--- config.mk ---
export PLATFORM = sky130hd
export DESIGN_NAME = rv32im_instruction_decode
export DESIGN_NICKNAME = d
export VERILOG_FILES = /design/src/design/rvid_pkg.sv /design/src/design/rvid_imm_gen.sv /design/src/design/rvid_decode.sv /design/src/design/rv32im_instruction_decode.sv
export SDC_FILE = /design/constraint.sdc
export NUM_CORES = 1
export LEC_CHECK = 0
export ABC_AREA = 1
export BUFFER_PORTS_ARGS = -buffer_cell sky130_fd_sc_hd__buf_2
export CORE_AREA = 3 3 97 118
export CTS_CLUSTER_SIZE = 40
export DETAILED_ROUTE_END_ITERATION = 8
export DIE_AREA = 0 0 100 121
export PLACE_DENSITY = 0.78
export SYNTH_ARGS = -nofsm -noshare
export SYNTH_HDL_FRONTEND = slang
export SYNTH_HIERARCHICAL = 1
export SYNTH_SLANG_ARGS = --single-unit
--- constraint.sdc ---
create_clock -name clk_i -period 2.8 [get_ports clk_i]
set_input_delay 0.28 -clock clk_i [delete_from_list [all_inputs] [get_ports clk_i]]
set_output_delay 0.28 -clock clk_i [all_outputs]
set_load 0.03 [all_outputs]
--- src/design/rvid_pkg.sv ---
// ----------------------------------------------------------------------------
// RV32IM decode package
// Opcode constants, the decoded operation codes, the immediate format bundle
// and the funct3 lookup functions used by the operation decoder.
// ----------------------------------------------------------------------------
package rvid_pkg;

  localparam logic [6:0] OPC_LUI     = 7'h37;
  localparam logic [6:0] OPC_AUIPC   = 7'h17;
  localparam logic [6:0] OPC_JAL     = 7'h6F;
  localparam logic [6:0] OPC_JALR    = 7'h67;
  localparam logic [6:0] OPC_BRANCH  = 7'h63;
  localparam logic [6:0] OPC_LOAD    = 7'h03;
  localparam logic [6:0] OPC_STORE   = 7'h23;
  localparam logic [6:0] OPC_OPIMM   = 7'h13;
  localparam logic [6:0] OPC_OP      = 7'h33;
  localparam logic [6:0] OPC_MISCMEM = 7'h0F;
  localparam logic [6:0] OPC_SYSTEM  = 7'h73;

  localparam logic [31:0] WORD_ECALL  = 32'h0000_0073;
  localparam logic [31:0] WORD_EBREAK = 32'h0010_0073;

  localparam logic [6:0] F7_BASE   = 7'h00;
  localparam logic [6:0] F7_ALT    = 7'h20;
  localparam logic [6:0] F7_MULDIV = 7'h01;

  localparam logic [2:0] F3_SLLI = 3'd1;
  localparam logic [2:0] F3_SRXI = 3'd5;
  localparam logic [2:0] F3_JALR = 3'd0;

  typedef enum logic [5:0] {
    OP_ILLEGAL = 6'd0,
    OP_LUI     = 6'd1,  OP_AUIPC  = 6'd2,  OP_JAL    = 6'd3,  OP_JALR   = 6'd4,
    OP_BEQ     = 6'd5,  OP_BNE    = 6'd6,  OP_BLT    = 6'd7,  OP_BGE    = 6'd8,
    OP_BLTU    = 6'd9,  OP_BGEU   = 6'd10,
    OP_LB      = 6'd11, OP_LH     = 6'd12, OP_LW     = 6'd13, OP_LBU    = 6'd14,
    OP_LHU     = 6'd15,
    OP_SB      = 6'd16, OP_SH     = 6'd17, OP_SW     = 6'd18,
    OP_ADDI    = 6'd19, OP_SLTI   = 6'd20, OP_SLTIU  = 6'd21, OP_XORI   = 6'd22,
    OP_ORI     = 6'd23, OP_ANDI   = 6'd24,
    OP_SLLI    = 6'd25, OP_SRLI   = 6'd26, OP_SRAI   = 6'd27,
    OP_ADD     = 6'd28, OP_SUB    = 6'd29, OP_SLL    = 6'd30, OP_SLT    = 6'd31,
    OP_SLTU    = 6'd32, OP_XOR    = 6'd33, OP_SRL    = 6'd34, OP_SRA    = 6'd35,
    OP_OR      = 6'd36, OP_AND    = 6'd37,
    OP_MUL     = 6'd38, OP_MULH   = 6'd39, OP_MULHSU = 6'd40, OP_MULHU  = 6'd41,
    OP_DIV     = 6'd42, OP_DIVU   = 6'd43, OP_REM    = 6'd44, OP_REMU   = 6'd45,
    OP_FENCE   = 6'd46, OP_ECALL  = 6'd47, OP_EBREAK = 6'd48
  } op_e;

  // Immediates of every format, built side by side from one word.
  typedef struct packed {
    logic [31:0] i_imm;
    logic [31:0] s_imm;
    logic [31:0] b_imm;
    logic [31:0] u_imm;
    logic [31:0] j_imm;
  } imm_fmt_t;

  function automatic op_e branch_op(input logic [2:0] f3);
    op_e r;
    unique case (f3)
      3'd0:    r = OP_BEQ;
      3'd1:    r = OP_BNE;
      3'd4:    r = OP_BLT;
      3'd5:    r = OP_BGE;
      3'd6:    r = OP_BLTU;
      3'd7:    r = OP_BGEU;
      default: r = OP_ILLEGAL;
    endcase
    return r;
  endfunction

  function automatic op_e load_op(input logic [2:0] f3);
    op_e r;
    unique case (f3)
      3'd0:    r = OP_LB;
      3'd1:    r = OP_LH;
      3'd2:    r = OP_LW;
      3'd4:    r = OP_LBU;
      3'd5:    r = OP_LHU;
      default: r = OP_ILLEGAL;
    endcase
    return r;
  endfunction

  function automatic op_e store_op(input logic [2:0] f3);
    op_e r;
    unique case (f3)
      3'd0:    r = OP_SB;
      3'd1:    r = OP_SH;
      3'd2:    r = OP_SW;
      default: r = OP_ILLEGAL;
    endcase
    return r;
  endfunction

  function automatic op_e opimm_op(input logic [2:0] f3);
    op_e r;
    unique case (f3)
      3'd0:    r = OP_ADDI;
      3'd1:    r = OP_SLLI;
      3'd2:    r = OP_SLTI;
      3'd3:    r = OP_SLTIU;
      3'd4:    r = OP_XORI;
      3'd5:    r = OP_SRLI;
      3'd6:    r = OP_ORI;
      default: r = OP_ANDI;
    endcase
    return r;
  endfunction

  function automatic op_e reg_op(input logic [2:0] f3);
    op_e r;
    unique case (f3)
      3'd0:    r = OP_ADD;
      3'd1:    r = OP_SLL;
      3'd2:    r = OP_SLT;
      3'd3:    r = OP_SLTU;
      3'd4:    r = OP_XOR;
      3'd5:    r = OP_SRL;
      3'd6:    r = OP_OR;
      default: r = OP_AND;
    endcase
    return r;
  endfunction

  function automatic op_e reg_alt_op(input logic [2:0] f3);
    op_e r;
    unique case (f3)
      3'd0:    r = OP_SUB;
      3'd5:    r = OP_SRA;
      default: r = OP_ILLEGAL;
    endcase
    return r;
  endfunction

  function automatic op_e muldiv_op(input logic [2:0] f3);
    op_e r;
    unique case (f3)
      3'd0:    r = OP_MUL;
      3'd1:    r = OP_MULH;
      3'd2:    r = OP_MULHSU;
      3'd3:    r = OP_MULHU;
      3'd4:    r = OP_DIV;
      3'd5:    r = OP_DIVU;
      3'd6:    r = OP_REM;
      default: r = OP_REMU;
    endcase
    return r;
  endfunction

endpackage

--- src/design/rvid_imm_gen.sv ---
// ----------------------------------------------------------------------------
// RV32IM immediate generator
// Builds the sign-extended I, S, B, U and J immediates of one word in
// parallel; the decoder picks the one that the opcode calls for.
// ----------------------------------------------------------------------------
module rvid_imm_gen (
  input  logic [31:0]             word_i,
  output rvid_pkg::imm_fmt_t      imm_o
);
  import rvid_pkg::*;

  logic sign;

  assign sign = word_i[31];

  always_comb begin
    imm_o.i_imm = {{20{sign}}, word_i[31:20]};
    imm_o.s_imm = {{20{sign}}, word_i[31:25], word_i[11:7]};
    imm_o.b_imm = {{20{sign}}, word_i[7], word_i[30:25], word_i[11:8], 1'b0};
    imm_o.u_imm = {word_i[31:12], 12'h000};
    imm_o.j_imm = {{12{sign}}, word_i[19:12], word_i[20], word_i[30:21], 1'b0};
  end

endmodule

--- src/design/rvid_decode.sv ---
// ----------------------------------------------------------------------------
// RV32IM operation decoder
// Maps opcode, funct3 and funct7 to the operation code and selects the
// immediate of the matching format. Purely combinational.
// ----------------------------------------------------------------------------
module rvid_decode (
  input  logic [31:0]        word_i,
  input  rvid_pkg::imm_fmt_t imm_i,
  output rvid_pkg::op_e      op_o,
  output logic [31:0]        imm_o
);
  import rvid_pkg::*;

  logic [6:0] opcode;
  logic [2:0] f3;
  logic [6:0] f7;
  logic [4:0] shamt;
  op_e        shift_op;

  assign opcode = word_i[6:0];
  assign f3     = word_i[14:12];
  assign f7     = word_i[31:25];
  assign shamt  = word_i[24:20];

  // Shift immediates only allow zero upper bits, or the SRAI pattern.
  always_comb begin
    shift_op = opimm_op(f3);
    if (f3 == F3_SRXI && f7 == F7_ALT) begin
      shift_op = OP_SRAI;
    end else if (f7 != F7_BASE) begin
      shift_op = OP_ILLEGAL;
    end
  end

  always_comb begin
    op_o  = OP_ILLEGAL;
    imm_o = '0;
    unique case (opcode)
      OPC_LUI: begin
        op_o  = OP_LUI;
        imm_o = imm_i.u_imm;
      end
      OPC_AUIPC: begin
        op_o  = OP_AUIPC;
        imm_o = imm_i.u_imm;
      end
      OPC_JAL: begin
        op_o  = OP_JAL;
        imm_o = imm_i.j_imm;
      end
      OPC_JALR: begin
        if (f3 == F3_JALR) begin
          op_o  = OP_JALR;
          imm_o = imm_i.i_imm;
        end
      end
      OPC_BRANCH: begin
        op_o  = branch_op(f3);
        imm_o = imm_i.b_imm;
      end
      OPC_LOAD: begin
        op_o  = load_op(f3);
        imm_o = imm_i.i_imm;
      end
      OPC_STORE: begin
        op_o  = store_op(f3);
        imm_o = imm_i.s_imm;
      end
      OPC_OPIMM: begin
        if (f3 == F3_SLLI || f3 == F3_SRXI) begin
          op_o  = shift_op;
          imm_o = (shift_op != OP_ILLEGAL) ? {27'd0, shamt} : imm_i.i_imm;
        end else begin
          op_o  = opimm_op(f3);
          imm_o = imm_i.i_imm;
        end
      end
      OPC_OP: begin
        if (f7 == F7_BASE) begin
          op_o = reg_op(f3);
        end else if (f7 == F7_ALT) begin
          op_o = reg_alt_op(f3);
        end else if (f7 == F7_MULDIV) begin
          op_o = muldiv_op(f3);
        end
      end
      OPC_MISCMEM: begin
        op_o = OP_FENCE;
      end
      OPC_SYSTEM: begin
        if (word_i == WORD_ECALL) begin
          op_o = OP_ECALL;
        end else if (word_i == WORD_EBREAK) begin
          op_o = OP_EBREAK;
        end
      end
      default: begin
        op_o = OP_ILLEGAL;
      end
    endcase
  end

endmodule

--- src/design/rv32im_instruction_decode.sv ---
// ----------------------------------------------------------------------------
// RV32IM instruction decode stage
// Registers one instruction word, decodes it and registers the operation,
// register fields and immediate; the illegal flag is derived from the operation.
// ----------------------------------------------------------------------------
//  Channel   Handshake              Payload
//  input     start while !busy      instr_word_i
//  result    done_o (one cycle)     operation_o, dest_reg_o, src_reg_one_o,
//                                   src_reg_two_o, immediate_o, is_illegal_o
//
// An item is taken every cycle. Its result passes the input register, the decode
// logic and the result register before it is shown on done_o.
// busy is always low since both stages advance every cycle.
// Reset clears the two valid flags only; payload registers are not reset.
// The receiver cannot stall, so results are never held back.
// ----------------------------------------------------------------------------
module rv32im_instruction_decode (
  input  logic               clk_i,
  input  logic               rst_ni,
  input  logic               start,
  output logic               busy,
  input  logic [31:0]        instr_word_i,
  output logic               done_o,
  output logic [5:0]         operation_o,
  output logic [4:0]         dest_reg_o,
  output logic [4:0]         src_reg_one_o,
  output logic [4:0]         src_reg_two_o,
  output logic signed [31:0] immediate_o,
  output logic               is_illegal_o
);
  import rvid_pkg::*;

  logic        in_vld_q;
  logic [31:0] word_q;
  logic        out_vld_q;
  op_e         op_d, op_q;
  logic [31:0] imm_d, imm_q;
  logic [4:0]  rd_q, rs1_q, rs2_q;
  imm_fmt_t    imm_fmt;
  logic        accept;

  assign busy   = 1'b0;
  assign accept = start && !busy;

  always_ff @(posedge clk_i or negedge rst_ni) begin
    if (!rst_ni) begin
      in_vld_q  <= 1'b0;
      out_vld_q <= 1'b0;
    end else begin
      in_vld_q  <= accept;
      out_vld_q <= in_vld_q;
    end
  end

  always_ff @(posedge clk_i) begin
    if (accept) begin
      word_q <= instr_word_i;
    end
    if (in_vld_q) begin
      op_q  <= op_d;
      imm_q <= imm_d;
      rd_q  <= word_q[11:7];
      rs1_q <= word_q[19:15];
      rs2_q <= word_q[24:20];
    end
  end

  rvid_imm_gen u_imm_gen (
    .word_i (word_q),
    .imm_o  (imm_fmt)
  );

  rvid_decode u_decode (
    .word_i (word_q),
    .imm_i  (imm_fmt),
    .op_o   (op_d),
    .imm_o  (imm_d)
  );

  assign done_o        = out_vld_q;
  assign operation_o   = op_q;
  assign dest_reg_o    = rd_q;
  assign src_reg_one_o = rs1_q;
  assign src_reg_two_o = rs2_q;
  assign immediate_o   = signed'(imm_q);
  assign is_illegal_o  = (op_q == OP_ILLEGAL);

  a_done_follows_start : assert property (@(posedge clk_i) disable iff (!rst_ni)
    done_o |-> $past(start, 2))
    else $error("result strobe without an accepted item two cycles earlier");

  a_fields_match_word : assert property (@(posedge clk_i) disable iff (!rst_ni)
    done_o |-> (dest_reg_o == $past(instr_word_i[11:7], 2)) &&
               (src_reg_one_o == $past(instr_word_i[19:15], 2)) &&
               (src_reg_two_o == $past(instr_word_i[24:20], 2)))
    else $error("register fields do not match the accepted word");

  a_op_in_range : assert property (@(posedge clk_i) disable iff (!rst_ni)
    done_o |-> (operation_o <= 6'(OP_EBREAK)))
    else $error("operation code out of range");

  a_system_imm_zero : assert property (@(posedge clk_i) disable iff (!rst_ni)
    done_o && ($past(instr_word_i[6:0], 2) == OPC_SYSTEM) |-> (immediate_o == 32'sd0))
    else $error("system instruction carries a nonzero immediate");

endmodule

# Word level (Yosys, flattened, before mapping)
# Cells that the tools add are included.
dict set report word_totals {
  register_bits 87
  in_bits 35
  out_inout_bits 56
  word_cells 59
}
dict set report classes {
  eq_ne 22
  mux 21
  n_reduce_logical 8
}
# op count
set ops {}
lappend ops {{32-bit case mux with 7 select lines} 1}
lappend ops {{32-bit 2-to-1 mux} 3}
lappend ops {{6-bit case mux with 11 select lines} 1}
lappend ops {{4-bit case mux with 7 select lines} 2}
lappend ops {{6-bit 2-to-1 mux} 7}
lappend ops {{6-bit case mux with 7 select lines} 1}
lappend ops {{32-bit by 21-bit equality test with 1-bit output (second input constant)} 1}
lappend ops {{32-bit by 7-bit equality test with 1-bit output (second input constant)} 1}
lappend ops {{7-bit by 6-bit equality test with 1-bit output (second input constant)} 4}
lappend ops {{7-bit equality test (second input constant)} 4}
lappend ops {{4-bit case mux with 6 select lines} 1}
lappend ops {{4-bit case mux with 5 select lines} 1}
lappend ops {{5-bit case mux with 3 select lines} 1}
lappend ops {{7-bit by 5-bit equality test with 1-bit output (second input constant)} 2}
lappend ops {{3-bit equality test (second input constant)} 4}
lappend ops {{6-bit case mux with 2 select lines} 1}
lappend ops {{7-bit by 1-bit equality test with 1-bit output (second input constant)} 1}
lappend ops {{7-bit by 2-bit equality test with 1-bit output (second input constant)} 1}
lappend ops {{7-bit by 4-bit equality test with 1-bit output (second input constant)} 1}
lappend ops {{7-bit logical NOT} 1}
lappend ops {{7-bit nonzero test} 1}
lappend ops {{3-bit by 2-bit equality test with 1-bit output (second input constant)} 2}
lappend ops {{6-bit logical NOT} 1}
lappend ops {{6-bit nonzero test} 1}
lappend ops {{other kinds (7)} 7}

# Longest topological paths before layout
# Gate-level depths: netlist of the first run.
dict set report logic_depth {
  word_depth 8
  ltp_mapped 11
  mapped_depth_nobuf 10
}

# Cells and area by module
# Netlist of the first run, hierarchy kept.
# mod n_inst cells_each area_each_um2 seq_area_each_um2
set modules_own_cells {}
lappend modules_own_cells {rv32im_instruction_decode 1 94 2635.0 2602.5}
lappend modules_own_cells {rvid_decode 1 488 2173.3 0.0}
lappend modules_own_cells {rvid_imm_gen 1 161 1204.9 0.0}

# Worst setup path after synthesis of the first run
# No wires, ideal clock.
dict set report synth_timing {
  kind {reg2reg}
  start {reg word_q[31]}
  end {reg imm_q[10] (netlist: immediate_o[10]), data pin}
  setup_time_ps 130
  arrival_time_ps 2434
  required_time_ps 2670
  slack_ps 236
  stages_incl_launch_ff 12
  n_path_buf 1
  synth_period_minus_slack_ps 2564
  path_cell_list {edfxtp_1 -> nor2_1 -> nand2_1 -> inv_1 -> nand2_2 -> nand2_1 -> nand2_2 -> nand2_2 -> nand2_4 -> buf_6 -> nand2_1 -> nand2_1}
}
dict set report synth_between {
  elab_chain_cells 7
  word_cells_on_any_way 9
  cone_classes {eq/ne: 1; mux: 5; reduce/logical: 3}
}
# item line_no
set synth_rtl {}
lappend synth_rtl {{start, declared} rv32im_instruction_decode.sv:34} ;# logic [31:0] word_q;
lappend synth_rtl {{start signal, assigned} rv32im_instruction_decode.sv:57} ;# word_q <= instr_word_i;
lappend synth_rtl {{7-bit nonzero test or 7-bit by 6-bit equality test with 1-bit output (tied branches)} {rvid_decode.sv:30, rvid_decode.sv:28}}
lappend synth_rtl {{5-bit 2-to-1 mux or 1-bit logical AND (tied branches)} {rvid_decode.sv:30, rvid_decode.sv:28}}
lappend synth_rtl {{6-bit 2-to-1 mux *} rvid_decode.sv:28} ;# if (f3 == F3_SRXI && f7 == F7_ALT) begin
lappend synth_rtl {{6-bit nonzero test *} rvid_decode.sv:72} ;# imm_o = (shift_op != OP_ILLEGAL) ? {27'd0, shamt} : imm_i.i_imm;
lappend synth_rtl {{32-bit 2-to-1 mux *} rvid_decode.sv:72}
lappend synth_rtl {{32-bit 2-to-1 mux *} rvid_decode.sv:70} ;# if (f3 == F3_SLLI || f3 == F3_SRXI) begin
lappend synth_rtl {{32-bit case mux with 7 select lines *} rvid_decode.sv:38} ;# unique case (opcode)
lappend synth_rtl {{named net imm_d[10]} rv32im_instruction_decode.sv:37} ;# logic [31:0] imm_d, imm_q;
lappend synth_rtl {{end signal, assigned} rv32im_instruction_decode.sv:61} ;# imm_q <= imm_d;
lappend synth_rtl {{end, declared} rv32im_instruction_decode.sv:37}
# Mark *: on every way through the listed nets, which the timed path passes. The rest lies on a longest branch.
# A chain may end at the register's enable or synchronous reset.

# Final worst setup path of the first run
dict set report layout_timing {
  start {reg word_q[2]}
  end {reg imm_q[29] (netlist: immediate_o[29]), data pin}
}
dict set report layout_between {
  elab_chain_cells 3
  word_cells_on_any_way 10
  cone_classes {eq/ne: 8; mux: 1; reduce/logical: 1}
}
# item line_no
set layout_rtl {}
lappend layout_rtl {{7-bit by 6-bit equality test with 1-bit output or 7-bit by 5-bit equality test with 1-bit output (tied branches)} rvid_decode.sv:38}
lappend layout_rtl {{2-bit OR reduction (no line)} n/a}
lappend layout_rtl {{32-bit case mux with 7 select lines *} rvid_decode.sv:38}
lappend layout_rtl {{named net imm_d[29]} rv32im_instruction_decode.sv:37}
# Marked as above.

==> run summary, run 1 <==
Status: finished clean
Fin crit share: 77.2%
Die Span Y: 121 um
Rows: 41
Hold crit path type: input port to register
Syn avg cell area: 8.09 um2
Port bufs: 89
WP data required: 3.01 ns
Leading area contributor after synthesis: edfxtp_1
HPWL after detailed placement: 7990 um
Critical Path End Type: register
Antenna diodes: 0
Post-DRT Antenna Nets: 0
Final slew viol count: 0
Top post-synthesis cells by area: edfxtp_1, buf_4, nand2_1
Initial Util: 57.7%
Critical path class: register to register
Yosys reg bits: 87
Core Util, Final: 54.6%
Fin Setup TNS: 0 ns
Die Footprint: 12100 um2
Clock-pin slew on the worst setup and hold paths: 0.06 ns
Largest net degree at the start of global routing: 76
Core ar.: 10400 um2
Power, Total: 3.23 mW
Clock buffer depth: 2
F_max: 0.462 GHz
PostCTS Resize Cnt: 0
Fillers: 936
Drt drc: 0
Worst vdd ir: 0.515 mV
Final Hold Vio Count: 0
Clock sink count: 87
Total number of vias: 4223
WL per Instance: 13.7 um
Area of the multi-input gates: 1900 um2
Synth unique cells: 24
Max-cap viol count: 0
Startpoint types: register
Synth top area share: 42.4%
Power per cell area: 569 nW/um2
Synth Instances: 743
Setup violators final: 0
Yosys warns: 6
GRT Overall Usage: 19.4%
Tightest Pin Transition: 0.804 ns
FF-to-FF path depth: 8
Count leader, synth: nand2_1
Vias/cell: 5.16
# IOs: 91
Starting DRT DRC Count: 286
Clock Skews: 0.00662 ns
Initial antenna violation count: 0
Prevailing post-synth register cell: edfxtp_1
Min-Delay Path Depth: 1
CP max FO: 20
DR pass1 iterations: 7
Share of post-route cells with drive strength above 1: 20.1%
Post-synth EDFFs: 85
Rel. slew slack: 46.2%
Tmin final: 2.16 ns
Unrepaired setup endpoints after global routing: no
Hold Worst Slack: 0.107 ns
Register area share after synthesis: 43.3%
Area grow syn2layout: -5.43%
GRT overflow: 0
Worst skew pair latency: 0.34 ns
Die width: 100 um
First-pass GRT wire length: 18500 um
CTS root buf: clkbuf_16
Asr flop ratio synth: 2.30%
Vias in the first global route: 3913
Pleak: 2.70 nW
Total Wirelength: 11200 um
Top post-synthesis cells by count: nand2_1, buf_4, edfxtp_1
Routability cong.: 0.837
TritonCTS clock tree: built
Final nets: 720
Htree depth: 3
WP data arrival: 2.37 ns
Post-Syn Area: 6010 um2
Register Area: 2600 um2
TritonCTS buffer count: 9
cells in the final DEF, fill, tap and decap left out, drive strengths merged:
master,count
clkinv,1
dlygate4sd3,1
clkinvlp,1
clkbuf,10
nand3,31
buf,94
a211oi,26
o21ai,4
nor3,2
nor2,93
and2,1
a21oi,16
bufinv,1
nand4,10
nand2,232
edfxtp,85
conb,15
or2,1
inv,64
dfrtp,2
cell type report:
cell class	count	area share [%]
clock buffers	10	4.03
flip-flops and latches	87	45.8
multi-input cells	431	33.3
well taps	129	2.84
clock inverters	6	1.32
repair buffers	95	8.67
inverters	61	4.03
through the flow:
step                      setup slack (ns)  cells  area [um2]
after floorplan                      0.236    756        6060
after global placement               0.806    802        5370
after detailed placement             0.676    802        5370
after CTS                            0.662    819        5690
after global routing                 0.446    819        5690
final                                0.637    819        5690
per-layer routing:
layer	global-route usage (%)	share of wire, %
met1	23.5	39
met2	33.2	51
met3	3.68	7.0
met4	9.18	2.7
met5	0	0
cells by family (layout without fill, tap and decap cells):
kind of cell	count (synthesis)	count (layout)	share of synthesized area, %
other	2	15	0.125
and+or+nand+nor	370	370	25.6
AOI/OAI and AO/OA	46	46	4.97
buffers and inverters	238	172	26.0
DFF	87	87	43.3
critical path, stage by stage (launching register included):
cell,delay [ns]
edfxtp_1,0.44
nor2_1,0.20
nand2_2,0.14
nor2_2,0.63
buf_4,0.32
nand2_1,0.06
nand2_1,0.09
a211oi_1,0.05
nand2_1,0.10
path summary, 6_finish.rpt:
check	from	to	slack (ns)
worst max-delay path	word_q[2]	immediate_o[29]	0.64
worst min-delay path	instr_word_i[9]	word_q[9]	0.11
worst max register to register	word_q[2]	immediate_o[29]	0.64
worst min register to register	word_q[16]	src_reg_one_o[1]	0.52
max in group asynchronous	rst_ni	in_vld_q	2.46
min in group asynchronous	rst_ni	in_vld_q	0.24
repair_timing:
action	CTS	global route
buffers inserted	0	0
endpoints found under the hold margin	2	0
hold buffers	1	0
power by group:
part / internal, mW / leakage [nW] / switching [mW]
clock network: 0.705 / 0.146 / 0.511
logic: 0.103 / 1.71 / 0.289
registers: 1.54 / 0.843 / 0.0846
total: 2.35 / 2.70 / 0.884
state kept, by name, summed over array words and instances (netlist names):
signal	count
src_reg_two_o	5
word_q	32
done_o	1
dest_reg_o	5
operation_o	6
in_vld_q	1
src_reg_one_o	5
immediate_o	32
(Power assumes the default switching activity.)
==> inputs of run 2 (changes only) <==
- CORE_AREA: 3 3 97 118 -> 3 3 103 124
- DIE_AREA: 0 0 100 121 -> 0 0 106 127
- PLACE_DENSITY: 0.78 -> 0.73
- clock period: 2.8 -> 1.77 ns (I/O delays scaled with it)
==> run 2 against run 1 <==
Against the previous run: first-iteration DRC count up 8.0%; register-to-register slack worse by 0.55 ns; flip-flop and latch count unchanged; largest cell class unchanged.
==> run summary, run 2 (synthesis results as in run 1) <==
CP max stage delay: 0.54 ns (-0.09 ns)
CP Cell Sequence: nand2_2 -> nor2_1 -> nand2_2 -> nand2_1 -> nand2_2 -> inv_1 -> buf_4 -> a21oi_1 -> nand2_1
Commonest non-fill, non-tap cell in the layout: nand2_1
Post-route setup slack: 0.0837 ns (-0.553 ns)
Total Wirelength: 13000 um (+16%)
Antenna diodes: 0 (unchanged)
Routability cong.: 0.865 (+3.3%)
Critical path class: register to register
GRT overflow: 0 (unchanged)
Pre-CTS WS: -0.170 ns (-0.846 ns)
Reg2reg start: word_q[12]
First-pass GRT wire length: 20400 um (+10%)
Worst vdd ir: 0.526 mV (+2.1%)
Core ar.: 11600 um2 (+12%)
Die width: 106 um (+6.0%)
Power per cell area: 806 nW/um2 (+42%)
Final Hold Vio Count: 0 (unchanged)
Critical Path End Type: register
Initial Util: 51.7% (-6.0 points)
Vias in the first global route: 4181 (+6.8%)
CP max FO: 4 (-80%)
Core Util, Final: 55.3% (+0.68 points)
Finished Layout Cells: 909 (+11%)
Share of post-route cells with drive strength above 1: 27.8% (+7.6 points)
Tmin final: 1.69 ns (-0.477 ns)
Hold crit path type: input port to register
Placed insts: 875 (+9.1%)
Final nets: 782 (+8.6%)
Total number of vias: 4472 (+5.9%)
DR pass1 iterations: 5 (-2)
GRT Overall Usage: 19.1% (-0.27 points)
Clock sink count: 87 (unchanged)
Max-cap viol count: 0 (unchanged)
Clock-pin slew on the worst setup and hold paths: 0.07 ns (about the same)
Critical path's slowest cell: edfxtp_1
WL per Instance: 14.3 um (+4.7%)
Unrepaired setup endpoints after global routing: yes
Drt drc: 0 (unchanged)
Area grow syn2layout: 6.85%
Die Footprint: 13500 um2 (+11%)
Initial antenna violation count: 0 (unchanged)
WHS Endpoint: word_q[21]
Setup violators final: 0 (unchanged)
Rows: 43 (+4.9%)
Startpoint types: register
Status: finished clean
Hold Worst Slack: 0.0113 ns (-0.0955 ns)
Flop-to-flop setup slack: 0.08 ns (-0.55 ns)
Largest net degree at the start of global routing: 55 (-28%)
Min-Delay Path Depth: 1 (unchanged)
Clock Skews: 0.0103 ns (+0.00366 ns)
Port bufs: 89 (unchanged)
# IOs: 91 (unchanged)
Fin crit share: 95.3% (+18 points)
Htree depth: 3 (unchanged)
Capturing point of the worst reg2reg path: immediate_o[3]
Vias/cell: 4.92 (-4.6%)
Starting DRT DRC Count: 309 (+8.0%)
FF-to-FF path depth: 9 (+1)
CP most frequent cell: nand2_2
Most frequent cells in the layout: nand2_1, buf_2, edfxtp_1
Worst skew pair latency: 0.35 ns (about the same)
Die Span Y: 127 um (+5.0%)
TritonCTS buffer count: 9 (unchanged)
HPWL after detailed placement: 9130 um (+14%)
WP data arrival: 1.78 ns (-0.59 ns)
CTS root buf: clkbuf_16
Final slew viol count: 0 (unchanged)
Pleak: 3.06 nW (+13%)
Post-DRT Antenna Nets: 0 (unchanged)
F_max: 0.593 GHz (+28%)
WP data required: 1.87 ns (-1.14 ns)
TritonCTS clock tree: built
Clock buffer depth: 2 (unchanged)
Hold Path Origin: instr_word_i[21]
## run 2: changes by cell type in the layout (fill, tap and decap cells not counted), sizes merged, moves of 2 or more
cell / before / now
buf: 94 / 140
dlygate4sd3: 1 / 14
nand2: 232 / 235
inv: 64 / 66
## run 2: routing by layer
metal  global-route usage [%]  share of wire [%]  up-vias
met5                        0                  0        -
met4                     6.25                2.0        0
met3                     3.39                5.0       18
met2                     35.7                 53      138
met1                     22.1                 40     2103
li1                         -                  -     2213
## run 2: worst max path at each step
stage	to	depth (start not counted)	start	slack (ns)
3_5_place_dp	operation_o[5]	8	word_q[31]	-0.17
3_3_place_gp	operation_o[5]	8	word_q[31]	-0.19
4_1_cts	immediate_o[8]	7	word_q[12]	0.006
5_1_grt	immediate_o[22]	10	word_q[31]	-0.03
6_report	immediate_o[3]	9	word_q[12]	0.08
2_1_floorplan	immediate_o[10]	11	word_q[31]	-0.79
## run 2: repair_timing
action,4_1_cts,5_1_grt
hold buffers,12,2
gates resized for setup,3,37
gates cloned,0,3
endpoints found under the hold margin,13,2
setup buffers,0,2
setup endpoints to repair,6,38
pin swaps,0,8
## run 2: layout make-up
cell class                      instances  area [um2]
Tap cell                              157         196
Timing Repair Buffer                  154        1020
Fill cell                            1113        5200
Sequential cell                        87        2600
Clock buffer                            9         225
Multi-Input combinational cell        434        2080
Clock inverter                          7        62.6
Inverter                               61         231
## run 2: through the flow
stage	instance area, um2	setup TNS, ns	total power [mW]
3_5_place_dp	5770	-0.371	3.33
5_1_grt	6420	-0.161	5.40
3_3_place_gp	5770	-0.444	3.32
4_1_cts	6190	0	5.18
6_report	6420	0	5.18
2_1_floorplan	6070	-28.94	3.39
## run 2: worst max-delay path, delay by kind of cell (launching register included)
kind / cells / cell delay, ns
flip-flops: 1 / 0.54
buffers and inverters: 2 / 0.25
AND/OR/NAND/NOR: 6 / 0.53
AO/OA/AOI/OAI: 1 / 0.11
## run 2: power by group
part / switching, mW / internal, mW
combinational: 0.548 / 0.267
clock: 0.845 / 0.986
sequential: 0.0943 / 2.44
total: 1.49 / 3.69
==> inputs of run 3 (changes only) <==
- SETUP_SLACK_MARGIN: unset -> 0.4
- SLEW_MARGIN: unset -> 20
==> run 3 against run 2 <==
Against the previous run: wire length rose by 4.9%; clock skew down 0.0035 ns; first-iteration DRC count decreased by 14%; die area unchanged; final cell count grew 2.1%; hold slack about the same; flip-flop and latch count stayed put; final area rose by 6.5%; combinational power up 10%; non-clock buffer count increased by 19.
==> run summary, run 3 (synthesis results as in run 1) <==
CP Cell Sequence: nand2_2 -> nor2_1 -> nand2_2 -> nand2_2 -> nand2_4 -> inv_1 -> buf_4 -> a21oi_1 -> nand2_4
Largest net degree at the start of global routing: 56 (+1.8%)
Setup violators final: 0 (unchanged)
Clock share of power: 37.2% (+1.8 points)
Final instance area: 6840 um2 (+6.5%)
Switching Fraction: 26.9% (-1.8 points)
Initial Util: 51.7% (unchanged)
CP Buf/Inv Count: 2 (unchanged)
Register Area: 2600 um2 (unchanged)
Worst vdd ir: 0.480 mV (-8.8%)
Commonest non-fill, non-tap cell in the layout: nand2_1
Vias in the first global route: 4250 (+1.7%)
Power, Total: 5.48 mW (+5.8%)
Final nets: 801 (+2.4%)
Clock sink count: 87 (unchanged)
Max-cap viol count: 0 (unchanged)
Clock buffer depth: 2 (unchanged)
Internal power: 4.00 mW (+8.5%)
# IOs: 91 (unchanged)
Area after DPL: 5740 um2 (-0.56%)
First-pass GRT wire length: 21100 um (+3.2%)
Combinational power share: 16.4% (+0.7 points)
Share of post-route cells with drive strength above 1: 35.0% (+7.2 points)
WP data arrival: 1.81 ns (+0.03 ns)
Pre-CTS WS: -0.156 ns (+0.0141 ns)
Die width: 106 um (unchanged)
Final Hold Vio Count: 0 (unchanged)
Drt drc: 0 (unchanged)
Post-route setup slack: 0.0585 ns (-0.0252 ns)
TritonCTS clock tree: built
Hold crit path type: input port to register
Rows: 43 (unchanged)
Routability cong.: 0.875 (+1.1%)
HPWL after detailed placement: 8980 um (-1.7%)
Clock-pin slew on the worst setup and hold paths: 0.06 ns (about the same)
Critical path's slowest cell: edfxtp_1
TritonCTS buffer count: 9 (unchanged)
Die Span Y: 127 um (unchanged)
M1 WL: 5180 um (+0.48%)
CP delay by family, top: flip-flops
Most frequent cells in the layout: nand2_1, buf_2, edfxtp_1
Placed insts: 867 (-0.91%)
DR pass1 iterations: 5 (unchanged)
Critical Path End Type: register
Initial antenna violation count: 0 (unchanged)
Met2 WL: 7310 um (+5.4%)
Fillers: 1026 (-7.8%)
Htree depth: 3 (unchanged)
Total number of vias: 4540 (+1.5%)
Power per cell area: 800 nW/um2 (-0.69%)
Hold Worst Slack: 0.0113 ns (+0.0000355 ns)
WL per Instance: 14.7 um (+2.8%)
Port bufs: 89 (unchanged)
CP max FO: 4 (unchanged)
Fin crit share: 96.7% (+1.4 points)
Psw: 1.47 mW (-0.95%)
Clock Skews: 0.00676 ns (-0.00352 ns)
Total Wirelength: 13600 um (+4.9%)
WP data required: 1.87 ns (about the same)
GRT Overall Usage: 20.1% (+0.96 points)
Pleak: 3.26 nW (+6.3%)
Finished Layout Cells: 928 (+2.1%)
Die Footprint: 13500 um2 (unchanged)
Vias/cell: 4.89 (-0.56%)
Startpoint types: register
Core ar.: 11600 um2 (unchanged)
Tmin final: 1.71 ns (+0.0252 ns)
GRT overflow: 0 (unchanged)
Flop-to-flop setup slack: 0.06 ns (-0.03 ns)
Worst skew pair latency: 0.35 ns (about the same)
F_max: 0.584 GHz (-1.5%)
Uppermost layer routed: met4
CTS root buf: clkbuf_16
Area grow syn2layout: 13.8%
Starting DRT DRC Count: 266 (-14%)
Flop pwr share: 46.4% (-2.5 points)
Final slew viol count: 0 (unchanged)
Area of the multi-input gates: 2240 um2 (+7.6%)
CP max stage delay: 0.55 ns (about the same)
Antenna diodes: 0 (unchanged)
Post-DRT Antenna Nets: 0 (unchanged)
Unrepaired setup endpoints after global routing: yes
Status: finished clean
Critical path class: register to register
Routed met3 length: 802 um (+24%)
CP most frequent cell: nand2_2
==> run 3: changes by cell type in the layout (fill, tap and decap cells not counted), moves of 5 or more <==
cell,before,now
nor2_1,75,70
nand2_4,2,9
buf_4,46,53
dlygate4sd3_1,14,20
nand2_1,214,175
nand2_2,14,46
==> run 3: per-stage QoR <==
stage / setup TNS, ns / utilization, %
after floorplan: -28.94 / -
after global placement: -0.305 / 49.4
after CTS: 0 / 56.4
after detailed placement: -0.251 / 49.4
final: 0 / 58.9
after global routing: -0.0497 / 58.9
==> run 3: path summary, 6_finish.rpt <==
path / start / endpoint / cells after the start
min in group asynchronous: rst_ni / in_vld_q / 2
worst min-delay path: instr_word_i[11] / word_q[11] / 1
worst min register to register: word_q[17] / src_reg_one_o[2] / 0
worst max register to register: word_q[12] / immediate_o[3] / 9
worst max-delay path: word_q[12] / immediate_o[3] / 9
max in group asynchronous: rst_ni / in_vld_q / 2
==> run 3: what timing repair did <==
item	CTS	global route
pin swaps	17	10
endpoints found under the hold margin	17	4
endpoints found under the setup margin	39	39
resized for setup	61	40
hold buffers	16	4
setup buffers	10	10
cloned	3	2
==> run 3: layout make-up <==
cell class | count | share of cell area (%)
flip-flops and latches | 87 | 38.0
inverters | 61 | 3.42
clock buffers | 10 | 3.35
repair buffers | 173 | 18.2
multi-input cells | 434 | 32.8
well taps | 157 | 2.87
clock inverters | 6 | 1.37
==> run 3: power groups by stage <==
| stage | sequential (mW) | clock, mW | combinational [mW] |
|---|---|---|---|
| global placement | 2.57 | 0 | 0.735 |
| detailed placement | 2.58 | 0 | 0.740 |
| global route | 2.55 | 2.17 | 0.965 |
| floorplan | 2.80 | 0 | 0.583 |
| finish | 2.54 | 2.04 | 0.899 |
| CTS | 2.54 | 2.08 | 0.826 |
==> run 3: worst reg2reg max path, delay by kind of cell (launching register included) <==
| kind | cells | cell delay, ns |
|---|---|---|
| AOI/OAI and AO/OA | 1 | 0.22 |
| DFF | 1 | 0.55 |
| buffers and inverters | 2 | 0.23 |
| and+or+nand+nor | 6 | 0.47 |
==> run 3: layer usage <==
metal	global-route usage (%)	vias up
met5	0	-
met4	7.85	0
met3	4.04	33
met2	36.3	170
met1	23.4	2079
li1	-	2258
